--- config.mk ---
export PLATFORM = sky130hd
export DESIGN_NAME = jrhs_divider
export DESIGN_NICKNAME = d
export VERILOG_FILES = /design/src/design/jrhs_pkg.sv /design/src/design/jrhs_divider.sv
export SDC_FILE = /design/constraint.sdc
export NUM_CORES = 1
export LEC_CHECK = 0
export BUFFER_PORTS_ARGS = -buffer_cell sky130_fd_sc_hd__buf_2
export CAP_MARGIN = 5
export CORE_MARGIN = 5
export CORE_UTILIZATION = 40
export DETAILED_ROUTE_END_ITERATION = 7
export PLACE_DENSITY = 0.7
export SKIP_CTS_REPAIR_TIMING = 1
export SYNTH_ARGS = -nofsm -noshare
export SYNTH_HDL_FRONTEND = slang
export SYNTH_SLANG_ARGS = --single-unit
--- constraint.sdc ---
create_clock -name clk -period 3.6 [get_ports clk]
set_input_delay 0.9 -clock clk [delete_from_list [all_inputs] [get_ports clk]]
set_output_delay 0.9 -clock clk [all_outputs]
set_load 0.05 [all_outputs]
--- src/design/jrhs_pkg.sv ---
// Package for the job ratio heap sorter: word types and record layout.
// No dependencies.
`timescale 1ns / 1ps
package jrhs_pkg;
	typedef struct packed {
		logic [7:0]  job_name;
		logic [15:0] job_time;
		logic [15:0] job_cost;
		logic        last_item;
	} in_word_t;

	typedef struct packed {
		logic [7:0]  out_name;
		logic [15:0] out_time;
		logic [15:0] out_cost;
		logic        dropped;
		logic        last_out;
	} out_word_t;

	typedef struct packed {
		logic [7:0]  name;
		logic [15:0] time_v;
		logic [15:0] cost;
		logic [15:0] key;
		logic [5:0]  seq;
	} rec_t;

	localparam int KeyW = 16;
endpackage

--- src/design/jrhs_divider.sv ---
// Restoring divider, one quotient bit per cycle, for the record key.
// Depends on jrhs_pkg.
`timescale 1ns / 1ps
module jrhs_divider (
	input  logic                       clk,
	input  logic                       arst_n,
	input  logic                       start,
	input  logic [jrhs_pkg::KeyW-1:0]  dividend,
	input  logic [jrhs_pkg::KeyW-1:0]  divisor,
	output logic                       done,
	output logic [jrhs_pkg::KeyW-1:0]  quotient
);
	logic [jrhs_pkg::KeyW-1:0] rem_q, quo_q, dvs_q;
	logic [4:0]                cnt_q;
	logic                      busy_q;
	logic [jrhs_pkg::KeyW:0]   trial;
	logic [jrhs_pkg::KeyW:0]   shifted;

	assign shifted = {rem_q, quo_q[jrhs_pkg::KeyW-1]};
	assign trial = shifted - {1'b0, dvs_q};

	always_ff @(posedge clk or negedge arst_n) begin
		if (!arst_n) begin
			busy_q <= 1'b0;
			cnt_q <= '0;
			done <= 1'b0;
		end else begin
			done <= 1'b0;
			if (start) begin
				busy_q <= 1'b1;
				cnt_q <= 5'd0;
			end else if (busy_q) begin
				cnt_q <= cnt_q + 5'd1;
				if (cnt_q == 5'd15) begin
					busy_q <= 1'b0;
					done <= 1'b1;
				end
			end
		end
	end

	always_ff @(posedge clk) begin
		if (start) begin
			rem_q <= '0;
			quo_q <= dividend;
			dvs_q <= divisor;
		end else if (busy_q) begin
			if (!trial[jrhs_pkg::KeyW]) begin
				rem_q <= trial[jrhs_pkg::KeyW-1:0];
				quo_q <= {quo_q[jrhs_pkg::KeyW-2:0], 1'b1};
			end else begin
				rem_q <= shifted[jrhs_pkg::KeyW-1:0];
				quo_q <= {quo_q[jrhs_pkg::KeyW-2:0], 1'b0};
			end
		end
	end

	assign quotient = (dvs_q == '0) ? '1 : quo_q;
endmodule
After elaboration in Yosys (flattened, before gate mapping)
Index checks and enable logic that the tools add are counted.
Widths: inputs -> output; s select.
{"block": "word_totals", "in_bits": 35, "elab_cells": 24, "out_inout_bits": 17, "register_bits": 55}
{"block": "op_classes", "n_addsub": 2, "mux": 13, "n_reduce_logical": 2, "eq_ne": 1}
{"op": "$mux 16", "count": 4}
{"op": "$sub 17x16->17", "count": 1}
{"op": "$logic_not 16->1", "count": 1}
{"op": "$mux 5", "count": 2}
{"op": "$mux 1", "count": 7}
{"op": "$add 5x1->5 const B", "count": 1}
{"op": "$eq 5x4->1 const B", "count": 1}
{"op": "$reduce_bool 2->1", "count": 1}

Logic depth before layout (Yosys ltp)
Gate-level depths: netlist of run 1.
{"block": "logic_depth", "word_depth": 4, "ltp_mapped": 11, "ltp_nobuf": 10}

Least setup slack after synthesis of run 1
OpenSTA, ideal clock, no wires.
{"block": "synth_timing", "path_kind": "flip-flop to flip-flop", "startpoint": "reg dvs_q[0] (netlist bit)", "endpoint": "reg rem_q[3] (netlist bit)", "n_path_buf": 0, "period_less_slack_ns": 2.522, "arrival_ns": 2.431, "stages_incl_launch_ff": 10, "required_time_ns": 3.509, "setup_ns": 0.091, "path_slack_ns": 1.078, "cell_sequence": "edfxtp_1 > ha_1 > fa_1 > nand2b_1 > a21oi_2 > o21ai_2 > nor3_2 > nor4_2 > or4b_1 > a311oi_1"}
{"block": "synth_via", "elab_chain_cells": 2}
{"element": "from (decl)", "line": "jrhs_divider.sv:13", "text": "logic [jrhs_pkg::KeyW-1:0] rem_q, quo_q, dvs_q;"}
{"element": "from (signal assigned)", "line": "jrhs_divider.sv:46", "text": "dvs_q <= divisor;"}
{"element": "$sub 17x16->17", "line": "jrhs_divider.sv:20", "text": "assign trial = shifted - {1'b0, dvs_q};"}
{"element": "$mux 16", "line": "jrhs_divider.sv:48", "text": "if (!trial[jrhs_pkg::KeyW]) begin"}
{"element": "to (signal assigned)", "line": "jrhs_divider.sv:49", "text": "rem_q <= trial[jrhs_pkg::KeyW-1:0];"}
{"element": "to (signal assigned)", "line": "jrhs_divider.sv:52", "text": "rem_q <= shifted[jrhs_pkg::KeyW-1:0];"}
{"element": "to (decl)", "line": "jrhs_divider.sv:13"}
Every way passes these cells.
A chain may end at the register's enable or synchronous reset.

Worst setup path in the final report of run 1
{"block": "layout_timing", "startpoint": "reg dvs_q[0] (netlist bit)", "endpoint": "reg rem_q[1] (netlist bit)"}
The elaborated chain is that of the path after synthesis.

==> results of run 1 <==
per-layer routing:
metal  global-route usage  up-vias
met5                    0        -
met4               0.0504        0
met3               0.0327       15
met2                0.240       87
met1                0.199     1220
li1                     -     1296
cells in the final DEF, fill, tap and decap left out, types with 5 or more instances in the layout:
cell type,n
sky130_fd_sc_hd__dfxtp_1,16
sky130_fd_sc_hd__o21ai_1,8
sky130_fd_sc_hd__xor2_1,7
sky130_fd_sc_hd__buf_2,51
sky130_fd_sc_hd__o21ai_0,13
sky130_fd_sc_hd__ha_1,18
sky130_fd_sc_hd__inv_1,21
sky130_fd_sc_hd__buf_4,5
sky130_fd_sc_hd__nand4_1,7
sky130_fd_sc_hd__nor2_1,31
sky130_fd_sc_hd__a21oi_1,15
sky130_fd_sc_hd__nand2_1,24
sky130_fd_sc_hd__clkbuf_8,5
sky130_fd_sc_hd__dfrtp_1,7
sky130_fd_sc_hd__nand3_1,13
sky130_fd_sc_hd__a311oi_1,12
sky130_fd_sc_hd__xnor2_1,6
sky130_fd_sc_hd__nand2b_1,20
sky130_fd_sc_hd__mux2_2,15
sky130_fd_sc_hd__edfxtp_1,32
cells by family (layout without fill, tap and decap cells):
kind of cell | count (synthesis) | after routing | synth area share
and+or+nand+nor | 113 | 113 | 0.177
AOI/OAI and AO/OA | 76 | 76 | 0.160
DFF | 55 | 55 | 0.452
buffers and inverters | 36 | 85 | 0.0442
adders and majority gates | 19 | 19 | 0.0760
muxes | 16 | 16 | 0.0555
xor gates and xnor gates | 13 | 13 | 0.0353
critical path, delay by kind of cell, from the launching register on:
| family | cells | cell delay, ns |
|---|---|---|
| AOI/OAI and AO/OA | 4 | 1.27 |
| and+or+nand+nor | 3 | 0.63 |
| adders and majority gates | 2 | 0.62 |
| DFF | 1 | 0.43 |
cell type report:
cell class	count	area [um^2]
fill	722	4120
multi-input combinational	237	1630
sequential	55	1460
timing repair buffer	56	293
tap	102	128
clock buffer	7	98.8
inverter	21	78.8
clock inverter	1	8.76
worst min path at each step:
stage | from | to | slack, ns | cells after the start
CTS | arst_n | busy_q | 0.39 | 1
floorplan | rem_q[13] | rem_q[13] | 0.47 | 2
global placement | rem_q[5] | rem_q[5] | 0.49 | 2
detailed placement | rem_q[5] | rem_q[5] | 0.50 | 2
finish | arst_n | cnt_q[4] | 0.40 | 1
global route | arst_n | cnt_q[4] | 0.39 | 1
sequential cells by signal, indices dropped and copies added (netlist names):
| register | count |
|---|---|
| dvs_q | 16 |
| quo_q | 16 |
| rem_q | 16 |
| cnt_q | 5 |
| busy_q | 1 |
| done | 1 |
through the flow:
| step | std cells | setup WS, ns | total power, mW |
|---|---|---|---|
| 4_1_cts | 479 | 0.576 | 2.43 |
| 2_1_floorplan | 328 | 1.08 | 1.77 |
| 3_5_place_dp | 471 | 0.596 | 2.03 |
| 3_3_place_gp | 471 | 0.674 | 2.02 |
| 5_1_grt | 479 | 0.317 | 2.61 |
| 6_report | 479 | 0.564 | 2.43 |
power breakdown:
| part | switching (mW) | internal (mW) |
|---|---|---|
| sequential | 0.0990 | 0.797 |
| clock | 0.210 | 0.185 |
| combinational | 0.685 | 0.451 |
==> metrics.txt, run 1 <==
# TYPE chip_impl_metric gauge
chip_impl_metric{name="rows",unit=""} 32
chip_impl_metric{name="clkSlewWorstSetupHoldPaths",unit="ns"} 0.11
chip_impl_metric{name="io_buffer_count",unit=""} 51
chip_impl_info{name="r2r-start",value="dvs_q[0]"} 1
chip_impl_metric{name="post-dp-hpwl",unit="um"} 5490
chip_impl_metric{name="timing_max_transition_violations_final",unit=""} 0
chip_impl_metric{name="diodes",unit=""} 0
chip_impl_metric{name="vias",unit=""} 2618
chip_impl_metric{name="final_layout_size_suffix_gt1_frac",unit=""} 0.228
chip_impl_metric{name="power-per-cell-area",unit="nW/um^2"} 658
chip_impl_info{name="ys_top_cells_by_area",value="sky130_fd_sc_hd__edfxtp_1 30%, sky130_fd_sc_hd__dfxtp_1 9.9%, sky130_fd_sc_hd__ha_1 7.0%"} 1
chip_impl_metric{name="peakVddDrop",unit="mV"} 0.313
chip_impl_info{name="path_cells",value="ha_1 -> fa_1 -> nand2b_1 -> a21oi_2 -> o21ai_2 -> nor3_2 -> o31a_1 -> nor2_1 -> o311ai_0"} 1
chip_impl_metric{name="route.layer.met1.wl",unit="um"} 3240
chip_impl_metric{name="grt_usage",unit=""} 0.149
chip_impl_metric{name="die-width",unit="um"} 99.8
chip_impl_info{name="criticalPathCategory",value="reg -> reg"} 1
chip_impl_metric{name="normalized_max_slew_margin",unit=""} 0.432
chip_impl_metric{name="cap_violations",unit=""} 0
chip_impl_metric{name="slowest_delay",unit="ns"} 0.64
chip_impl_info{name="crit_path_end_kind",value="register"} 1
chip_impl_metric{name="cp_data_required_time",unit="ns"} 3.81
chip_impl_metric{name="final.setup.tns",unit="ns"} 0
chip_impl_metric{name="worstSkewPairLatency",unit="ns"} 0.31
chip_impl_metric{name="initial_core_util",unit=""} 0.413
chip_impl_info{name="netlist_top_cells_count",value="32 x sky130_fd_sc_hd__edfxtp_1, 31 x sky130_fd_sc_hd__nor2_1, 24 x sky130_fd_sc_hd__nand2_1"} 1
chip_impl_metric{name="whs",unit="ns"} 0.398
chip_impl_metric{name="utilization",unit=""} 0.473
chip_impl_metric{name="grt_first_pass_wirelength",unit="um"} 11900
chip_impl_info{name="setup.worst_path.start",value="dvs_q[0]"} 1
chip_impl_metric{name="setup.reg_to_reg.worst_slack",unit="ns"} 0.56
chip_impl_metric{name="maxClockFrequency",unit="MHz"} 329
chip_impl_metric{name="fp.dieH",unit="um"} 99.8
chip_impl_metric{name="synth_enable_flop_cells",unit=""} 32
chip_impl_metric{name="critPathArrivalTime",unit="ns"} 3.25
chip_impl_metric{name="postSynthAreaPerCell",unit="um^2"} 9.83
chip_impl_metric{name="synth_async_sr_flop_share",unit=""} 0.127
chip_impl_metric{name="post-synth-top-area-fraction",unit=""} 0.298
chip_impl_metric{name="floorplan.core_area",unit="um^2"} 7810
chip_impl_metric{name="layout_worst_path_cycle_share",unit=""} 0.843
chip_impl_metric{name="ant_nets",unit=""} 0
chip_impl_info{name="yosysMostFrequentCell",value="sky130_fd_sc_hd__edfxtp_1"} 1
chip_impl_metric{name="final_hold_viol_count",unit=""} 0
chip_impl_metric{name="total_i_o_pin_count",unit=""} 52
chip_impl_metric{name="mappedNetlistNets",unit=""} 382
chip_impl_metric{name="route.detailed.drc",unit=""} 0
chip_impl_info{name="min_path_type",value="in -> async"} 1
chip_impl_info{name="status",value="complete, no violations"} 1
chip_impl_metric{name="timing.critical_path.fanout_max",unit=""} 16
chip_impl_metric{name="pre_repair_dr_iteration_count",unit=""} 5
chip_impl_metric{name="grt.overflow.total",unit=""} 0
chip_impl_metric{name="drt-vias-per-instance",unit=""} 5.47
chip_impl_metric{name="met3_wirelength",unit="um"} 441
chip_impl_metric{name="gp_routability_congestion",unit=""} 0.847
chip_impl_info{name="worstSetupStartpointType",value="register"} 1
chip_impl_info{name="top_layer",value="met4"} 1
chip_impl_info{name="r2r-end",value="rem_q[1]"} 1
chip_impl_metric{name="period_needed",unit="ns"} 3.04
chip_impl_metric{name="via_count_of_the_first_global_routing_pass",unit=""} 2456
chip_impl_metric{name="first_iter_violations",unit=""} 136
chip_impl_metric{name="number_of_antenna_violations_at_the_first_check_in_global_routing",unit=""} 0
chip_impl_metric{name="finalSetupViolations",unit=""} 0
chip_impl_metric{name="cts_htree_levels",unit=""} 2
chip_impl_metric{name="clock_skew",unit="ns"} 0.00955
chip_impl_metric{name="routed_wire_length_per_instance",unit="um"} 15.2
chip_impl_metric{name="clock_tree.buffer_depth",unit=""} 2
chip_impl_metric{name="ys.warnings.count",unit=""} 0
chip_impl_metric{name="nets",unit=""} 430
chip_impl_metric{name="cellLeakagePower",unit="nW"} 1.61
chip_impl_info{name="tritoncts_clock_tree",value="yes"} 1
chip_impl_metric{name="post-route-cell-area",unit="um^2"} 3690
chip_impl_metric{name="layout_area_overhead",unit="%"} 14.4
chip_impl_metric{name="dieArea",unit="um^2"} 9960
chip_impl_metric{name="dpl_cell_area",unit="um^2"} 3580
chip_impl_metric{name="synth.ff_latch_count",unit=""} 55
chip_impl_metric{name="synth_cells",unit=""} 328
chip_impl_metric{name="cts_num_sinks",unit=""} 55
chip_impl_info{name="clockRootBuffer",value="sky130_fd_sc_hd__clkbuf_8"} 1
chip_impl_info{name="synth_top_flop_cell",value="sky130_fd_sc_hd__edfxtp_1"} 1
chip_impl_info{name="timing.critical_path.slowest_stage_cell",value="sky130_fd_sc_hd__o31a_1"} 1
chip_impl_metric{name="tritoncts.num_buffers",unit=""} 5
chip_impl_metric{name="synth_cell_type_count",unit=""} 50
chip_impl_metric{name="seq_area_frac_synth",unit=""} 0.452
chip_impl_metric{name="timing_worst_slew_pin_value",unit="ns"} 0.844
chip_impl_metric{name="grt_start_max_net_pins",unit=""} 35
chip_impl_info{name="rsz0062_at_grt",value="false"} 1
chip_impl_metric{name="netlist_area",unit="um^2"} 3230
chip_impl_info{name="worst_setup_path_endpoint",value="rem_q[1]"} 1
chip_impl_metric{name="timing.reg2reg.worst_path_depth",unit=""} 9
chip_impl_metric{name="met2RoutedLength",unit="um"} 3440
chip_impl_metric{name="finalWirelength",unit="um"} 7290
chip_impl_info{name="yosysTopAreaCell",value="sky130_fd_sc_hd__edfxtp_1"} 1
No activity file was read; power rests on OpenSTA's default activity.
==> run 2, diff against run 1 <==
- ABC_AREA: not set -> 1
- PLACE_DENSITY: 0.7 -> 0.69
- clock period: 3.6 -> 2.8 ns (I/O delays scaled with it)
==> run 2 against run 1 <==
Compared with the run above: combinational power grew 45%; register-to-register slack lost 0.17 ns; utilization grew 0.28 points; clock skew is essentially flat; clock-buffer cell count shrank 1; critical path type is now reg -> out; critical endpoint is now quotient[1].
==> metrics.txt, run 2 <==
# TYPE chip_impl_metric gauge
chip_impl_metric{name="rows",unit=""} 33
chip_impl_info{name="min_path_type",value="in -> async"} 1
chip_impl_metric{name="routed_wire_length_per_instance",unit="um"} 11.7
chip_impl_metric{name="layout_worst_path_cycle_share",unit=""} 0.909
chip_impl_metric{name="timing_max_transition_violations_final",unit=""} 0
chip_impl_metric{name="critical_path_cell_count",unit=""} 5
chip_impl_metric{name="synth.ff_latch_count",unit=""} 55
chip_impl_info{name="path_cells",value="nor4_2 -> nand4_1 -> buf_4 -> nand2_1 -> buf_2"} 1
chip_impl_metric{name="cts_htree_levels",unit=""} 2
chip_impl_metric{name="grt_usage",unit=""} 0.149
chip_impl_metric{name="path_buf_inv",unit=""} 2
chip_impl_info{name="clockRootBuffer",value="sky130_fd_sc_hd__clkbuf_8"} 1
chip_impl_metric{name="dieArea",unit="um^2"} 10600
chip_impl_metric{name="vias",unit=""} 2995
chip_impl_metric{name="clock_skew",unit="ns"} 0.00990
chip_impl_metric{name="timing_worst_slew_pin_value",unit="ns"} 0.664
chip_impl_metric{name="seqCellArea",unit="um^2"} 1460
chip_impl_metric{name="detailedPlace.worstSlack",unit="ns"} 0.398
chip_impl_metric{name="post-dp-hpwl",unit="um"} 5860
chip_impl_metric{name="clkSlewWorstSetupHoldPaths",unit="ns"} 0.10
chip_impl_metric{name="synth_async_sr_flop_share",unit=""} 0.127
chip_impl_metric{name="post-route-cell-area",unit="um^2"} 3950
chip_impl_metric{name="netlist_area",unit="um^2"} 3450
chip_impl_metric{name="grt_first_pass_wirelength",unit="um"} 12600
chip_impl_metric{name="clock_tree.buffer_depth",unit=""} 2
chip_impl_metric{name="worstSkewPairLatency",unit="ns"} 0.31
chip_impl_metric{name="mappedNetlistNets",unit=""} 539
chip_impl_metric{name="synth_cell_type_count",unit=""} 33
chip_impl_metric{name="cellLeakagePower",unit="nW"} 2.19
chip_impl_metric{name="area_of_the_multi_input_gates",unit="um^2"} 1560
chip_impl_metric{name="io_buffer_count",unit=""} 51
chip_impl_metric{name="final.fill_count",unit=""} 825
chip_impl_metric{name="timing.reg2reg.worst_path_depth",unit=""} 14
chip_impl_metric{name="tritoncts.num_buffers",unit=""} 5
chip_impl_metric{name="finalSetupViolations",unit=""} 0
chip_impl_metric{name="grt_start_max_net_pins",unit=""} 44
chip_impl_info{name="most_used_cells_in_the_layout_excluding_fill_and_tap_cells",value="183 x sky130_fd_sc_hd__nand2_1, 103 x sky130_fd_sc_hd__inv_1, 51 x sky130_fd_sc_hd__buf_2"} 1
chip_impl_metric{name="ys.warnings.count",unit=""} 0
chip_impl_metric{name="timing.critical_path.fanout_max",unit=""} 16
chip_impl_metric{name="peakVddDrop",unit="mV"} 0.391
chip_impl_metric{name="ant_nets",unit=""} 0
chip_impl_metric{name="dpl_cell_area",unit="um^2"} 3830
chip_impl_info{name="worst_setup_path_endpoint",value="quotient[1]"} 1
chip_impl_metric{name="cp_data_required_time",unit="ns"} 2.10
chip_impl_metric{name="synth_enable_flop_cells",unit=""} 32
chip_impl_metric{name="placed_insts",unit=""} 637
chip_impl_metric{name="gp_routability_congestion",unit=""} 0.916
chip_impl_metric{name="drt-vias-per-instance",unit=""} 4.64
chip_impl_metric{name="power-per-cell-area",unit="nW/um^2"} 836
chip_impl_metric{name="route.detailed.drc",unit=""} 0
chip_impl_metric{name="first_iter_violations",unit=""} 152
chip_impl_metric{name="die-width",unit="um"} 103
chip_impl_metric{name="pre_repair_dr_iteration_count",unit=""} 4
chip_impl_metric{name="final.setup.tns",unit="ns"} 0
chip_impl_metric{name="floorplan.core_area",unit="um^2"} 8300
chip_impl_metric{name="via_count_of_the_first_global_routing_pass",unit=""} 2900
chip_impl_metric{name="final-instance-count-excl-fill",unit=""} 645
chip_impl_metric{name="nets",unit=""} 593
chip_impl_info{name="largest_registers",value="dvs_q (16), quo_q (16), rem_q (16)"} 1
chip_impl_metric{name="layout_setup_ws",unit="ns"} 0.255
chip_impl_metric{name="final_hold_viol_count",unit=""} 0
chip_impl_info{name="r2r-start",value="dvs_q[0]"} 1
chip_impl_info{name="layout_commonest_cell",value="sky130_fd_sc_hd__nand2_1"} 1
chip_impl_info{name="timing.critical_path.max_delay_family",value="simple AND/OR/NAND/NOR gates"} 1
chip_impl_info{name="yosysMostFrequentCell",value="sky130_fd_sc_hd__nand2_1"} 1
chip_impl_metric{name="initial_core_util",unit=""} 0.416
chip_impl_metric{name="period_needed",unit="ns"} 2.55
chip_impl_metric{name="grt.overflow.total",unit=""} 0
chip_impl_info{name="r2r-end",value="rem_q[2]"} 1
chip_impl_metric{name="cts_num_sinks",unit=""} 55
chip_impl_metric{name="finalWirelength",unit="um"} 7520
chip_impl_metric{name="total_i_o_pin_count",unit=""} 52
chip_impl_info{name="setup.worst_path.start",value="dvs_q[12]"} 1
chip_impl_metric{name="cap_violations",unit=""} 0
chip_impl_info{name="crit_path_end_kind",value="output port"} 1
chip_impl_metric{name="postSynthAreaPerCell",unit="um^2"} 7.12
chip_impl_metric{name="number_of_antenna_violations_at_the_first_check_in_global_routing",unit=""} 0
chip_impl_metric{name="fp.dieH",unit="um"} 103
chip_impl_info{name="status",value="complete, no violations"} 1
chip_impl_metric{name="post-synth-top-area-fraction",unit=""} 0.278
chip_impl_metric{name="maxClockFrequency",unit="MHz"} 393
chip_impl_info{name="rsz0062_at_grt",value="false"} 1
chip_impl_metric{name="seq_area_frac_synth",unit=""} 0.422
chip_impl_info{name="tritoncts_clock_tree",value="yes"} 1
chip_impl_info{name="criticalPathCategory",value="reg -> out"} 1
chip_impl_metric{name="synth_cells",unit=""} 485
chip_impl_info{name="ys_top_cells_by_area",value="sky130_fd_sc_hd__edfxtp_1 28%, sky130_fd_sc_hd__nand2_1 20%, sky130_fd_sc_hd__inv_1 11%"} 1
chip_impl_metric{name="slowest_delay",unit="ns"} 0.42
chip_impl_metric{name="diodes",unit=""} 0
chip_impl_metric{name="setup.reg_to_reg.worst_slack",unit="ns"} 0.39
chip_impl_info{name="synth_top_flop_cell",value="sky130_fd_sc_hd__edfxtp_1"} 1
chip_impl_info{name="worstSetupStartpointType",value="register"} 1
chip_impl_metric{name="layout_area_overhead",unit="%"} 14.3
chip_impl_metric{name="final_layout_size_suffix_gt1_frac",unit=""} 0.141
chip_impl_info{name="yosysTopAreaCell",value="sky130_fd_sc_hd__edfxtp_1"} 1
chip_impl_metric{name="critPathArrivalTime",unit="ns"} 1.85
chip_impl_info{name="netlist_top_cells_count",value="183 x sky130_fd_sc_hd__nand2_1, 103 x sky130_fd_sc_hd__inv_1, 32 x sky130_fd_sc_hd__edfxtp_1"} 1
chip_impl_metric{name="normalized_max_slew_margin",unit=""} 0.557
chip_impl_info{name="timing.critical_path.slowest_stage_cell",value="sky130_fd_sc_hd__edfxtp_1"} 1
chip_impl_metric{name="fin_total_pwr",unit="mW"} 3.30
run 2: changes by cell type after synthesis, moves of 6 or more:
cell and delta:
sky130_fd_sc_hd__nor2_1 -15, sky130_fd_sc_hd__nor3_1 +7, sky130_fd_sc_hd__nand2_1 +159, sky130_fd_sc_hd__a311oi_1 -12, sky130_fd_sc_hd__a21oi_1 -6, sky130_fd_sc_hd__mux2_2 -15
sky130_fd_sc_hd__nand2b_1 -20, sky130_fd_sc_hd__inv_1 +82, sky130_fd_sc_hd__nand3_1 +15
run 2: where the power goes:
part / switching (mW) / internal (mW) / leakage [nW] / total [mW]
clock network: 0.262 / 0.271 / 0.0558 / 0.533
registers: 0.107 / 1.01 / 0.555 / 1.12
logic: 1.08 / 0.566 / 1.58 / 1.65
run 2: how the worst min path moves through the flow:
stage	end	slack, ns	depth (start not counted)
6_report	cnt_q[2]	0.20	1
5_1_grt	done	0.19	1
4_1_cts	done	0.20	1
3_5_place_dp	rem_q[6]	0.46	2
3_3_place_gp	rem_q[3]	0.46	2
2_1_floorplan	busy_q	0.40	0
run 2: worst reg2reg max path: cells and delay by family (launching register included):
kind	cells	cell delay, ns
and+or+nand+nor	11	1.17
adders and majority gates	2	0.64
DFF	1	0.42
buffers and inverters	1	0.07
run 2: cells by family after synthesis:
kind of cell,Yosys count,synth area share
and+or+nand+nor,256,0.310
DFF,55,0.422
adders and majority gates,19,0.0710
buffers and inverters,115,0.129
xor gates and xnor gates,7,0.0178
AOI/OAI and AO/OA,33,0.0504
run 2: stage by stage:
stage                      util  hold slack (ns)
after detailed placement  0.461            0.463
after global placement    0.461            0.464
after global routing      0.475            0.191
after CTS                 0.475            0.202
final                     0.475            0.204
after floorplan               -            0.404
run 2: metal layers:
| metal | global-route usage | vias up | share of wire | routed length, um |
|---|---|---|---|---|
| met5 | 0 | - | 0 | 0 |
| met4 | 0.0418 | 0 | 0.012 | 89 |
| met3 | 0.0223 | 8 | 0.040 | 301 |
| met2 | 0.249 | 48 | 0.47 | 3570 |
| met1 | 0.201 | 1339 | 0.47 | 3560 |
| li1 | - | 1600 | - | - |
run 2: layout make-up:
cell class | count | share of cell area
clock buffer | 6 | 0.0184
clock inverter | 2 | 0.00983
inverter | 106 | 0.101
multi-input combinational | 315 | 0.394
sequential | 55 | 0.369
tap | 105 | 0.0333
timing repair buffer | 56 | 0.0742
==> run 3, diff against run 2 <==
--- a/config.mk
+++ b/config.mk
@@ -11,4 +11,5 @@
 export CORE_MARGIN = 5
 export CORE_UTILIZATION = 40
+export CTS_CLUSTER_DIAMETER = 80
 export DETAILED_ROUTE_END_ITERATION = 7
 export PLACE_DENSITY = 0.69
==> constraint.sdc (replaced) <==
create_clock -name clk -period 2.8 [get_ports clk]
set_input_delay 0.42 -clock clk [delete_from_list [all_inputs] [get_ports clk]]
set_output_delay 0.42 -clock clk [all_outputs]
set_load 0.05 [all_outputs]
==> run 3 against run 2 <==
Compared with the run above: critical path type unchanged; highest routed layer unchanged; hold slack better by 0.067 ns; sequential power about the same; clock-buffer cell count did not move; flip-flop and latch count unchanged.
==> metrics.txt, run 3 (synthesis gave the netlist of run 2 again) <==
# TYPE chip_impl_metric gauge
chip_impl_metric{name="cap_violations",unit=""} 0
chip_impl_metric{name="layout_worst_path_cycle_share",unit=""} 0.855
chip_impl_info{name="tritoncts_clock_tree",value="yes"} 1
chip_impl_metric{name="cts_htree_levels",unit=""} 2
chip_impl_metric{name="first_iter_violations",unit=""} 164
chip_impl_metric{name="detailedPlace.worstSlack",unit="ns"} 0.521
chip_impl_metric{name="tritoncts.num_buffers",unit=""} 5
chip_impl_info{name="rsz0062_at_grt",value="false"} 1
chip_impl_metric{name="p_sw_frac",unit=""} 0.451
chip_impl_metric{name="floorplan.core_area",unit="um^2"} 8300
chip_impl_info{name="clockRootBuffer",value="sky130_fd_sc_hd__clkbuf_8"} 1
chip_impl_info{name="worstSetupStartpointType",value="register"} 1
chip_impl_metric{name="finalSetupViolations",unit=""} 0
chip_impl_metric{name="fraction_of_power_consumed_by_sequential_logic",unit=""} 0.344
chip_impl_metric{name="post-dp-hpwl",unit="um"} 5910
chip_impl_metric{name="die-width",unit="um"} 103
chip_impl_metric{name="timing_worst_slew_pin_value",unit="ns"} 0.672
chip_impl_metric{name="maxClockFrequency",unit="MHz"} 418
chip_impl_metric{name="slowest_delay",unit="ns"} 0.53
chip_impl_metric{name="cts_num_sinks",unit=""} 55
chip_impl_metric{name="io_buffer_count",unit=""} 51
chip_impl_info{name="setup.worst_path.start",value="dvs_q[12]"} 1
chip_impl_metric{name="fp.dieH",unit="um"} 103
chip_impl_metric{name="critPathArrivalTime",unit="ns"} 1.97
chip_impl_info{name="timing.critical_path.slowest_stage_cell",value="sky130_fd_sc_hd__nor4_1"} 1
chip_impl_metric{name="cellInternalPower",unit="mW"} 1.79
chip_impl_metric{name="normalized_max_slew_margin",unit=""} 0.552
chip_impl_metric{name="dieArea",unit="um^2"} 10600
chip_impl_metric{name="gp_routability_congestion",unit=""} 0.894
chip_impl_metric{name="layout_area_overhead",unit="%"} 13.9
chip_impl_metric{name="clock_skew",unit="ns"} 0.00923
chip_impl_metric{name="rows",unit=""} 33
chip_impl_info{name="criticalPathCategory",value="reg -> out"} 1
chip_impl_metric{name="nets",unit=""} 593
chip_impl_info{name="path_cells",value="nor4_1 -> nand4_1 -> buf_4 -> nand2_1 -> buf_2"} 1
chip_impl_metric{name="final_hold_viol_count",unit=""} 0
chip_impl_metric{name="clock_tree.buffer_depth",unit=""} 2
chip_impl_metric{name="total_i_o_pin_count",unit=""} 52
chip_impl_metric{name="grt_usage",unit=""} 0.150
chip_impl_info{name="r2r-start",value="dvs_q[0]"} 1
chip_impl_metric{name="diodes",unit=""} 0
chip_impl_metric{name="layout_setup_ws",unit="ns"} 0.406
chip_impl_info{name="timing.critical_path.max_delay_family",value="simple AND/OR/NAND/NOR gates"} 1
chip_impl_metric{name="grt_start_max_net_pins",unit=""} 55
chip_impl_metric{name="peakVddDrop",unit="mV"} 0.383
chip_impl_metric{name="cellLeakagePower",unit="nW"} 2.19
chip_impl_metric{name="via_count_of_the_first_global_routing_pass",unit=""} 2925
chip_impl_info{name="crit_path_end_kind",value="output port"} 1
chip_impl_info{name="most_used_cells_in_the_layout_excluding_fill_and_tap_cells",value="183 x sky130_fd_sc_hd__nand2_1, 103 x sky130_fd_sc_hd__inv_1, 51 x sky130_fd_sc_hd__buf_2"} 1
chip_impl_metric{name="routed_wire_length_per_instance",unit="um"} 11.6
chip_impl_metric{name="dpl_cell_area",unit="um^2"} 3820
chip_impl_metric{name="pre_repair_dr_iteration_count",unit=""} 6
chip_impl_metric{name="combPwrFrac",unit=""} 0.507
chip_impl_metric{name="final_layout_size_suffix_gt1_frac",unit=""} 0.139
chip_impl_metric{name="p_clk_frac",unit=""} 0.149
chip_impl_metric{name="final.setup.tns",unit="ns"} 0
chip_impl_metric{name="timing.critical_path.fanout_max",unit=""} 16
chip_impl_metric{name="final-instance-count-excl-fill",unit=""} 645
chip_impl_metric{name="finalWirelength",unit="um"} 7490
chip_impl_info{name="min-delay-start",value="divisor[13]"} 1
chip_impl_info{name="largest_registers",value="dvs_q (16), quo_q (16), rem_q (16)"} 1
chip_impl_metric{name="initial_core_util",unit=""} 0.416
chip_impl_metric{name="number_of_antenna_violations_at_the_first_check_in_global_routing",unit=""} 0
chip_impl_metric{name="path_buf_inv",unit=""} 2
chip_impl_metric{name="drt-vias-per-instance",unit=""} 4.73
chip_impl_info{name="status",value="complete, no violations"} 1
chip_impl_metric{name="cp_data_required_time",unit="ns"} 2.38
chip_impl_metric{name="vias",unit=""} 3053
chip_impl_info{name="layout_commonest_cell",value="sky130_fd_sc_hd__nand2_1"} 1
chip_impl_metric{name="timing_max_transition_violations_final",unit=""} 0
chip_impl_metric{name="period_needed",unit="ns"} 2.39
chip_impl_metric{name="ant_nets",unit=""} 0
chip_impl_info{name="min_path_type",value="in -> reg"} 1
chip_impl_metric{name="switching_power",unit="mW"} 1.47
chip_impl_metric{name="worstSkewPairLatency",unit="ns"} 0.31
chip_impl_metric{name="placed_insts",unit=""} 636
chip_impl_metric{name="power-per-cell-area",unit="nW/um^2"} 827
chip_impl_metric{name="grt.overflow.total",unit=""} 0
chip_impl_metric{name="clkSlewWorstSetupHoldPaths",unit="ns"} 0.11
chip_impl_metric{name="route.detailed.drc",unit=""} 0
chip_impl_metric{name="grt_first_pass_wirelength",unit="um"} 12700
chip_impl_metric{name="post-route-cell-area",unit="um^2"} 3930
-- run 3: changes by cell type in the layout (fill, tap and decap cells not counted), sizes merged --
| cell | delta |
|---|---|
| clkinv | +1 |
| dlygate4sd3 | +1 |
| bufinv | -1 |
| buf | -1 |
-- run 3: routing by layer --
layer / global-route usage / vias up / wire (um)
met2: 0.254 / 75 / 3670
met3: 0.0203 / 11 / 394
met5: 0 / - / 0
met4: 0.0428 / 0 / 133
li1: - / 1599 / -
met1: 0.200 / 1368 / 3290
-- run 3: area by class of cell --
| type | instances | area (um^2) |
|---|---|---|
| sequential | 55 | 1460 |
| clock inverter | 2 | 20.0 |
| tap | 105 | 131 |
| clock buffer | 6 | 82.6 |
| fill | 813 | 4370 |
| timing repair buffer | 56 | 295 |
| inverter | 106 | 398 |
| multi-input combinational | 315 | 1550 |
-- run 3: final timing paths --
kind                                 to  slack, ns  cells past startpoint
min reg2reg                    rem_q[6]       0.48                      2
max                        quotient[12]       0.41                      5
max reg2reg                    rem_q[3]       0.54                     14
min                           dvs_q[13]       0.27                      1
min in group asynchronous      cnt_q[4]       0.46                      2
max in group asynchronous          done       2.19                      2
-- run 3: power groups by stage --
stage               Sequential (mW)  Clock, mW  Combinational, mW
floorplan                      1.10          0               1.35
global placement               1.13          0               1.62
detailed placement             1.13          0               1.65
CTS                            1.12      0.499               1.66
global route                   1.13      0.537               1.92
finish                         1.12      0.486               1.65
-- run 3: metrics by stage --
step | total power [mW] | hold slack (ns) | utilization
2_1_floorplan | 2.45 | 0.124 | -
3_3_place_gp | 2.75 | 0.260 | 0.460
3_5_place_dp | 2.78 | 0.261 | 0.460
4_1_cts | 3.28 | -0.0840 | 0.473
5_1_grt | 3.59 | 0.248 | 0.474
6_report | 3.25 | 0.271 | 0.474
-- run 3: worst reg2reg max path, stage by stage (launching register included) --
cell and delay, ns:
sky130_fd_sc_hd__edfxtp_1 0.41, sky130_fd_sc_hd__ha_1 0.23, sky130_fd_sc_hd__fa_1 0.41, sky130_fd_sc_hd__inv_1 0.07
sky130_fd_sc_hd__nand2_1 0.04, sky130_fd_sc_hd__nand2_1 0.10, sky130_fd_sc_hd__nand3_1 0.08, sky130_fd_sc_hd__nand2_1 0.11
sky130_fd_sc_hd__nand2_2 0.08, sky130_fd_sc_hd__nand2_2 0.09, sky130_fd_sc_hd__nand2_2 0.08, sky130_fd_sc_hd__nand2_2 0.24
sky130_fd_sc_hd__nand2_1 0.09, sky130_fd_sc_hd__nand3_1 0.08, sky130_fd_sc_hd__nand2_1 0.05
